## config.mk

```make
export PLATFORM = sky130hd
export DESIGN_NAME = row_opaque_span_finder
export DESIGN_NICKNAME = d
export VERILOG_FILES = /design/src/sv/rosf_pkg.sv /design/src/sv/rosf_scan.sv /design/src/sv/row_opaque_span_finder.sv
export SDC_FILE = /design/constraint.sdc
export NUM_CORES = 1
export LEC_CHECK = 0
export ABC_AREA = 1
export BUFFER_PORTS_ARGS = -buffer_cell sky130_fd_sc_hd__buf_2
export CORE_AREA = 2 2 156 158
export CTS_CLUSTER_DIAMETER = 40
export DETAILED_ROUTE_END_ITERATION = 8
export DIE_AREA = 0 0 158 160
export SLEW_MARGIN = 20
export SYNTH_ARGS = -nofsm -noshare
export SYNTH_HDL_FRONTEND = slang
export SYNTH_SLANG_ARGS = --single-unit
```

## constraint.sdc

```tcl
create_clock -name clock -period 8.8 [get_ports clock]
set_input_delay 0.88 -clock clock [delete_from_list [all_inputs] [get_ports clock]]
set_output_delay 0.88 -clock clock [all_outputs]
set_load 0.05 [all_outputs]
```

## src/sv/rosf_pkg.sv

```systemverilog
// ---------------------------------------------------------------------------
// Row opaque span finder package
// Beat types and fixed constants shared by the span finder modules.
// ---------------------------------------------------------------------------
`timescale 1ns / 1ps

package rosf_pkg;

   localparam int ALPHA_W = 8;
   localparam int OUT_W = 13;
   localparam logic [ALPHA_W-1:0] ALPHA_CLEAR = 8'h00;
   localparam logic [ALPHA_W-1:0] ALPHA_OPAQUE = 8'hFF;

   typedef struct packed {
      logic [ALPHA_W-1:0] alpha;
      logic               row_end;
   } req_type;

   typedef struct packed {
      logic [OUT_W-1:0] span_begin;
      logic [OUT_W-1:0] span_end;
      logic [OUT_W-1:0] opaque_begin;
      logic [OUT_W-1:0] opaque_end;
      logic             overflow;
   } rsp_type;

endpackage

```

## src/sv/rosf_scan.sv

```systemverilog
// ---------------------------------------------------------------------------
// Row opaque span finder scan unit
// Per-row state and the combinational update that folds in one pixel and
// forms the row result when the last pixel arrives.
// ---------------------------------------------------------------------------
`timescale 1ns / 1ps

module rosf_scan
   import rosf_pkg::*;
#(
   parameter int MAX_WIDTH = 4096
) (
   input  logic    clock,
   input  logic    reset,
   input  logic    step,
   input  req_type pixel,
   output rsp_type result
);

   localparam int PW = $clog2(MAX_WIDTH + 1);
   localparam logic [PW-1:0] MAX_POS = PW'(MAX_WIDTH);

   logic [PW-1:0] position_ff, position_in;
   logic          seen_visible_ff, seen_visible_in;
   logic [PW-1:0] first_visible_ff, first_visible_in;
   logic [PW-1:0] last_visible_end_ff, last_visible_end_in;
   logic [PW-1:0] run_start_ff, run_start_in;
   logic [PW-1:0] best_start_ff, best_start_in;
   logic [PW-1:0] best_length_ff, best_length_in;
   logic [PW-1:0] best_end_ff, best_end_in;
   logic          overflowed_ff, overflowed_in;

   logic          active;
   logic          visible;
   logic          opaque;
   logic          better;
   logic [PW-1:0] next_pos;
   logic [PW-1:0] run_length;
   logic [PW-1:0] span_begin_w;
   logic [PW-1:0] span_end_w;

   always_comb begin
      active = position_ff < MAX_POS;
      visible = pixel.alpha != ALPHA_CLEAR;
      opaque = pixel.alpha == ALPHA_OPAQUE;
      next_pos = position_ff + PW'(1);
      run_length = next_pos - run_start_ff;
      better = active && opaque && (run_length > best_length_ff);

      position_in = active ? next_pos : position_ff;
      overflowed_in = overflowed_ff || !active;
      seen_visible_in = seen_visible_ff || (active && visible);
      first_visible_in = (active && visible && !seen_visible_ff) ? position_ff
                                                                  : first_visible_ff;
      last_visible_end_in = (active && visible) ? next_pos : last_visible_end_ff;
      run_start_in = (active && !opaque) ? next_pos : run_start_ff;
      best_start_in = better ? run_start_ff : best_start_ff;
      best_length_in = better ? run_length : best_length_ff;
      best_end_in = better ? next_pos : best_end_ff;

      span_begin_w = seen_visible_in ? first_visible_in : position_in;
      span_end_w = seen_visible_in ? last_visible_end_in : position_in;

      result.span_begin = OUT_W'(span_begin_w);
      result.span_end = OUT_W'(span_end_w);
      result.opaque_begin = (best_length_in != '0) ? OUT_W'(best_start_in)
                                                   : OUT_W'(span_begin_w);
      result.opaque_end = (best_length_in != '0) ? OUT_W'(best_end_in)
                                                 : OUT_W'(span_begin_w);
      result.overflow = overflowed_in;
   end

   always_ff @(posedge clock) begin
      if (reset || (step && pixel.row_end)) begin
         position_ff <= '0;
         seen_visible_ff <= 1'b0;
         first_visible_ff <= '0;
         last_visible_end_ff <= '0;
         run_start_ff <= '0;
         best_start_ff <= '0;
         best_length_ff <= '0;
         best_end_ff <= '0;
         overflowed_ff <= 1'b0;
      end else if (step) begin
         position_ff <= position_in;
         seen_visible_ff <= seen_visible_in;
         first_visible_ff <= first_visible_in;
         last_visible_end_ff <= last_visible_end_in;
         run_start_ff <= run_start_in;
         best_start_ff <= best_start_in;
         best_length_ff <= best_length_in;
         best_end_ff <= best_end_in;
         overflowed_ff <= overflowed_in;
      end
   end

endmodule

```

## src/sv/row_opaque_span_finder.sv

```systemverilog
// ---------------------------------------------------------------------------
// Row opaque span finder
// Pixels enter on the req channel as alpha bytes with a last-of-row flag.
// For each row one rsp beat reports the visible span (first and one past
// the last nonzero alpha) and the earliest longest run of alpha 255.
// One pixel beat is taken every cycle while req_ready is high. A beat is
// registered on entry and then folded into the row state; a last-of-row
// beat also loads the row result into the rsp register once it is free. The
// rate is set by the row state update behind the input register.
// Rows longer than MAX_WIDTH pixels saturate the position and set overflow.
// Reset clears the row state and both valid flags. While the rsp
// receiver stalls, pixel beats still flow into the row state; only a second
// last-of-row beat waits in the input register, and req_ready drops once
// that register cannot move.
// ---------------------------------------------------------------------------
`timescale 1ns / 1ps

module row_opaque_span_finder
   import rosf_pkg::*;
#(
   parameter int MAX_WIDTH = 4096
) (
   input  logic    clock,
   input  logic    reset,
   input  logic    req_valid,
   output logic    req_ready,
   input  req_type req_data,
   output logic    rsp_valid,
   input  logic    rsp_ready,
   output rsp_type rsp_data
);

   logic    in_valid_ff, in_valid_in;
   req_type in_data_ff;
   logic    rsp_valid_ff, rsp_valid_in;
   rsp_type rsp_data_ff;
   rsp_type scan_result;
   logic    out_free;
   logic    advance;

   rosf_scan #(
      .MAX_WIDTH(MAX_WIDTH)
   ) u_scan (
      .clock (clock),
      .reset (reset),
      .step  (advance),
      .pixel (in_data_ff),
      .result(scan_result)
   );

   always_comb begin
      out_free = !rsp_valid_ff || rsp_ready;
      advance = in_valid_ff && (!in_data_ff.row_end || out_free);
      req_ready = !in_valid_ff || advance;
      if (req_valid && req_ready) begin
         in_valid_in = 1'b1;
      end else if (advance) begin
         in_valid_in = 1'b0;
      end else begin
         in_valid_in = in_valid_ff;
      end
      if (advance && in_data_ff.row_end) begin
         rsp_valid_in = 1'b1;
      end else if (rsp_ready) begin
         rsp_valid_in = 1'b0;
      end else begin
         rsp_valid_in = rsp_valid_ff;
      end
   end

   always_ff @(posedge clock) begin
      if (reset) begin
         in_valid_ff <= 1'b0;
         rsp_valid_ff <= 1'b0;
      end else begin
         in_valid_ff <= in_valid_in;
         rsp_valid_ff <= rsp_valid_in;
      end
   end

   always_ff @(posedge clock) begin
      if (req_valid && req_ready) begin
         in_data_ff <= req_data;
      end
      if (advance && in_data_ff.row_end) begin
         rsp_data_ff <= scan_result;
      end
   end

   assign rsp_valid = rsp_valid_ff;
   assign rsp_data = rsp_data_ff;

endmodule

```

=== Yosys cells after proc, flatten, opt, wreduce, memory -nomap -nowiden ===
Index checks and enable logic that the tools add are counted.
Widths: inputs -> output; s select.

* Eq/ne operators: 1
* Magnitude comparators: 2
* $mul: 0
* Divide/modulo/power cells: 0
* Shift operators: 0
* Bitwise gates (word level): 0
* Reduce and logical (&&, ||, !) cells: 25
* Multiplexer cells: 14
* Add/subtract/negate cells: 2

{| class="wikitable"
|+ Operators with widths
! kind !! count
|-
| $mux 13 || 10
|-
| $add 13x1->13 const B || 1
|-
| $gt 13x13->1 || 1
|-
| $lt 13x13->1 const B || 1
|-
| $reduce_bool 13->1 || 1
|-
| $sub 13x13->13 || 1
|-
| $eq 8x8->1 const B || 1
|-
| $logic_and 1x1->1 || 8
|-
| $reduce_bool 8->1 || 1
|-
| $logic_not 1->1 || 6
|-
| $logic_or 1x1->1 || 6
|-
| $mux 1 || 4
|-
| $reduce_bool 2->1 || 2
|-
| $reduce_and 2->1 || 1
|}

* Bits in read-only memories: 0
* Register bits after elaboration: 157
* Input bits: 13
* Latch bits: 0
* Memories: 0
* Logic and storage cells: 62
* Bits in writable memories: 0

=== Longest topological paths before layout ===
* Depth in word-level cells: 7
* Depth in mapped cells: 35
* Gate-level depth less buffers: 33

=== Hierarchy ===
A second synthesis with hierarchy kept.

* Cell total of the unflattened synthesis: 1,070
* Area, all modules: 8,100.3 um^2

{| class="wikitable"
|+ Modules (own cells, without submodules)
! module !! instances !! cells each !! seq. area each (um^2) !! area each (um^2)
|-
| rosf_scan || 1 || 989 || 1,861.8 || 6,117.1
|-
| row_opaque_span_finder || 1 || 81 || 1,901.8 || 1,983.2
|}

=== Worst setup path before layout ===
OpenSTA, ideal clock, no wires.

* Path kind: register -> register
* From: register u_scan.position_ff[0]
* To: register rsp_data_ff, in the netlist rsp_data[10], data pin
* Cell stages (with the launch flop): 31
* Buffers on the path: 3
* Setup time: 0.253 ns
* Arrival: 3.942 ns
* Clock period less this slack: 4.196 ns
* Slack: 4.604 ns
* Cells stage by stage: dfxtp_1 buf_2 nand3_1 nor2_1 nand3_1 xor2_1 inv_1 ha_1 nand2_1 nor3_1 o21ai_0 nand4_1 nand2_1 ha_1 nand2_1 nor2_2 nand2_2 nor2_4 nand2_4 nand2_4 nand2_4 buf_6 nand2_1 nand2_1 nor2_1 nand2_1 nor2_4 nand2_4 buf_6 nand2_1 nand2_1

{| class="wikitable"
|+ RTL lines
! element !! line !! text
|-
| start: declaration || rosf_scan.sv:23 || <nowiki>logic [PW-1:0] position_ff, position_in;</nowiki>
|-
| start signal: assignment || rosf_scan.sv:85 || <nowiki>position_ff <= position_in;</nowiki>
|-
| end signal: assignment || row_opaque_span_finder.sv:86 || <nowiki>rsp_data_ff <= scan_result;</nowiki>
|-
| end: declaration || row_opaque_span_finder.sv:36 || <nowiki>rsp_type rsp_data_ff;</nowiki>
|}

==> summary.md <==
| Metric | Value |
|---|---|
| Run status | `finished clean` |
| Multi-input logic area | `3530 um2` |
| Total GRT Usage | `18.0%` |
| FF-to-FF End | `rsp_data[6]$_DFFE_PP_` |
| RD Place Congestion | `0.910` |
| Power per cell area | `198 nW/um2` |
| Pre-antenna DRT Iters | `5` |
| Worst Hold Path Cells | `2` |
| DRC | `0` |
| CTS Buf Count | `17` |
| Post-Syn Nets | `1112` |
| RSZ-0062 raised after global routing | `no` |
| Number of global-route vias before repair | `6530` |
| Synthesis-to-finish area growth | `14.4%` |
| Commonest cells post-synth | `263 x nand2_1, 160 x inv_1, 110 x o21ai_0` |
| Setup violators final | `0` |
| Synth Cell Area | `8120 um2` |
| Peak VDD IR | `0.000122 V` |
| Clock latency on the worst-skew pair | `0.44 ns` |
| FMAX | `178 MHz` |
| CTS resizes | `0` |
| CP max FO | `26` |
| Pin count of the biggest net entering global routing | `70` |
| Sequential cell area fraction in the yosys report | `46.3%` |
| Die Span Y | `160 um` |
| Root Driver | `clkbuf_16` |
| Ports | `68` |
| Finished Cell Area | `9290 um2` |
| Layout net count | `1157` |
| Worst Reg2Reg Path Length in Cells | `23` |
| Slew @ Worst Pin | `0.847 ns` |
| Hpwl dp | `15.8 mm` |
| Vias post-DR | `7069` |
| Clock Sinks | `157` |
| Gr ovfl total | `0` |
| Hold Startpoint | `u_scan.overflowed_ff$_SDFFE_PP0P_` |
| DR iter-0 viols | `506` |
| HP Class | `reg2reg` |
| Share of cells above drive strength 1 | `11.5%` |
| Worst R2R Start | `u_scan.position_ff[0]$_SDFFE_PP0P_` |
| Critical Path RT | `8.99 ns` |
| CP Class | `reg2reg` |
| Kind of start point of the critical path | `register` |
| CTS H-tree lvls | `4` |
| Ys flop type | `dfxtp_1` |
| Post-synthesis cell type count | `37` |
| Synth area leader | `dfxtp_1` |
| Final Max Tran Viols | `0` |
| Buffers on Ports | `67` |
| R2R Setup Slk | `3.19 ns` |
| Synth Warn # | `0` |
| Worst Setup End Kind | `register` |
| Worst hold endpoint | `u_scan.overflowed_ff$_SDFFE_PP0P_` |
| Vias/cell | `4.87` |
| Global-route wire length before repair | `35.2 mm` |
| Most numerous cell in the Yosys netlist | `nand2_1` |
| Slew margin rel. | `43.6%` |
| Min Tclk post-route | `5.61 ns` |
| Post-synth EDFFs | `62` |
| Syn_area_per_cell | `7.58 um2` |
| CTS tree | `yes` |
| Starting Density | `34.1%` |
| Wire length per cell | `15.1 um` |
| Hold Vio Cnt, Final | `0` |
| Fillcell total | `2504` |
| Seq. cell area | `3760 um2` |
| Rows | `57` |
| Placed inst area | `8700 um2` |
| P_leak | `4.36 nW` |
| Die Wd | `158 um` |
| Ant diodes | `0` |
| Cell count after synthesis | `1071` |
| Flops & latches, synth | `157` |
| Setup TNS | `0 ns` |
| Clock Tree Buf Depth | `2` |
| Hold_buf cts | `0` |
| Setup Buffers After CTS | `0` |
| Ranking of synthesized cells by area | `dfxtp_1 23%, edfxtp_1 23%, nand2_1 12%` |
| Critical path arrival | `5.79 ns` |
| Hold Slack | `0.460 ns` |
| Clock skew | `0.0144 ns` |
| Post-route ant nets | `0` |
| Core Region | `23800 um2` |
| Maxcap violations | `0` |
| CTS clk-pin slew, worst paths | `0.07 ns` |
| Share of the synthesized area in the top cell type | `23.4%` |
| Post-synth ARST share | `0%` |
| Final worst-path cycle share | `63.7%` |
| Die area | `25300 um2` |
| Initial antenna violation count | `0` |
| Total routed wirelength | `21.9 mm` |
critical path, cell delays in order (launching register included):
cell and delay, ns:
dfxtp_1 0.55, nand3_1 0.23, nor2_1 0.24, nand3_1 0.12, xor2_1 0.38, inv_1 0.19, ha_1 0.41, nand2_1 0.12
nor3_1 0.18, o21ai_0 0.15, nand4_1 0.09, nand2_1 0.07, ha_1 0.29, nand2_1 0.08, nor2_2 0.14, nand2_2 0.07
nor2_4 0.15, nand2_4 0.08, a21oi_1 0.65, o21ai_0 0.31, nor2_4 0.41, nand2_4 0.26, nand2_1 0.13, nand2_1 0.05
metal layers:
metal | global-route usage, % | part of all wire (%)
met1 | 24.8 | 46
met2 | 28.1 | 45
met3 | 3.55 | 5.9
met4 | 6.10 | 2.7
met5 | 0 | 0
cells by family after synthesis:
| logic type | count (synthesis) | synth area share (%) |
|---|---|---|
| compound gates | 218 | 14.9 |
| simple gates | 449 | 23.1 |
| flops | 157 | 46.3 |
| xor+xnor | 9 | 0.971 |
| buf+inv | 210 | 10.2 |
| fa+ha+maj | 28 | 4.41 |
registers in the layout, indices dropped and copies added (netlist names), 9 cells and up:
name	cells
in_data_ff	9
rsp_data	53
u_scan.best_end_ff	13
u_scan.best_length_ff	13
u_scan.best_start_ff	13
u_scan.first_visible_ff	13
u_scan.last_visible_end_ff	13
u_scan.position_ff	13
u_scan.run_start_ff	13
stage by stage:
stage,instances,setup slack (ns),util (%),power [mW]
after floorplan,1071,4.60,-,1.05
after global placement,1421,3.32,36.5,1.11
after detailed placement,1421,3.23,36.5,1.11
after CTS,1453,3.19,39.0,1.85
after global routing,1453,2.57,39.0,1.93
final,1453,3.19,39.0,1.84
report_power, final:
part | leakage (nW) | internal, mW | switching (mW)
Combinational | 2.68 | 0.0862 | 0.204
Sequential | 1.38 | 0.790 | 0.0172
Clock | 0.288 | 0.382 | 0.360
worst max-delay path by stage:
stage,from,end,cells after the start
2_1_floorplan,u_scan.position_ff[0]$_SDFFE_PP0P_,rsp_data[10]$_DFFE_PP_,30
3_3_place_gp,u_scan.position_ff[0]$_SDFFE_PP0P_,rsp_data[7]$_DFFE_PP_,23
3_5_place_dp,u_scan.position_ff[0]$_SDFFE_PP0P_,rsp_data[6]$_DFFE_PP_,23
4_1_cts,u_scan.position_ff[0]$_SDFFE_PP0P_,rsp_data[6]$_DFFE_PP_,23
5_1_grt,u_scan.position_ff[0]$_SDFFE_PP0P_,rsp_data[23]$_DFFE_PP_,23
6_report,u_scan.position_ff[0]$_SDFFE_PP0P_,rsp_data[6]$_DFFE_PP_,23
area by class of cell:
cell class                      count  area share [%]
Sequential cell                   157            40.5
Tap cell                          324            4.36
Multi-Input combinational cell    704            38.0
Timing Repair Buffer               75            4.26
Inverter                          161            6.51
Clock inverter                     15            1.79
Clock buffer                       17            4.58
cell usage in the layout (no fill, tap or decap), types with 3 or more instances in the layout:
cell,count
buf_4,8
a21oi_1,67
inv_6,4
inv_8,4
nand2_4,4
ha_1,27
nor2_2,3
xor2_1,7
o221ai_1,6
buf_2,67
o21ai_0,110
nor2_4,3
dfxtp_1,95
nand3_1,54
nand2_1,262
a211oi_1,17
edfxtp_1,62
nand4_1,6
o211ai_1,15
clkinv_8,4
inv_1,159
nand2_2,6
clkbuf_16,17
nor4_1,4
nor2_1,98
Power figures use the tool's default switching activity.
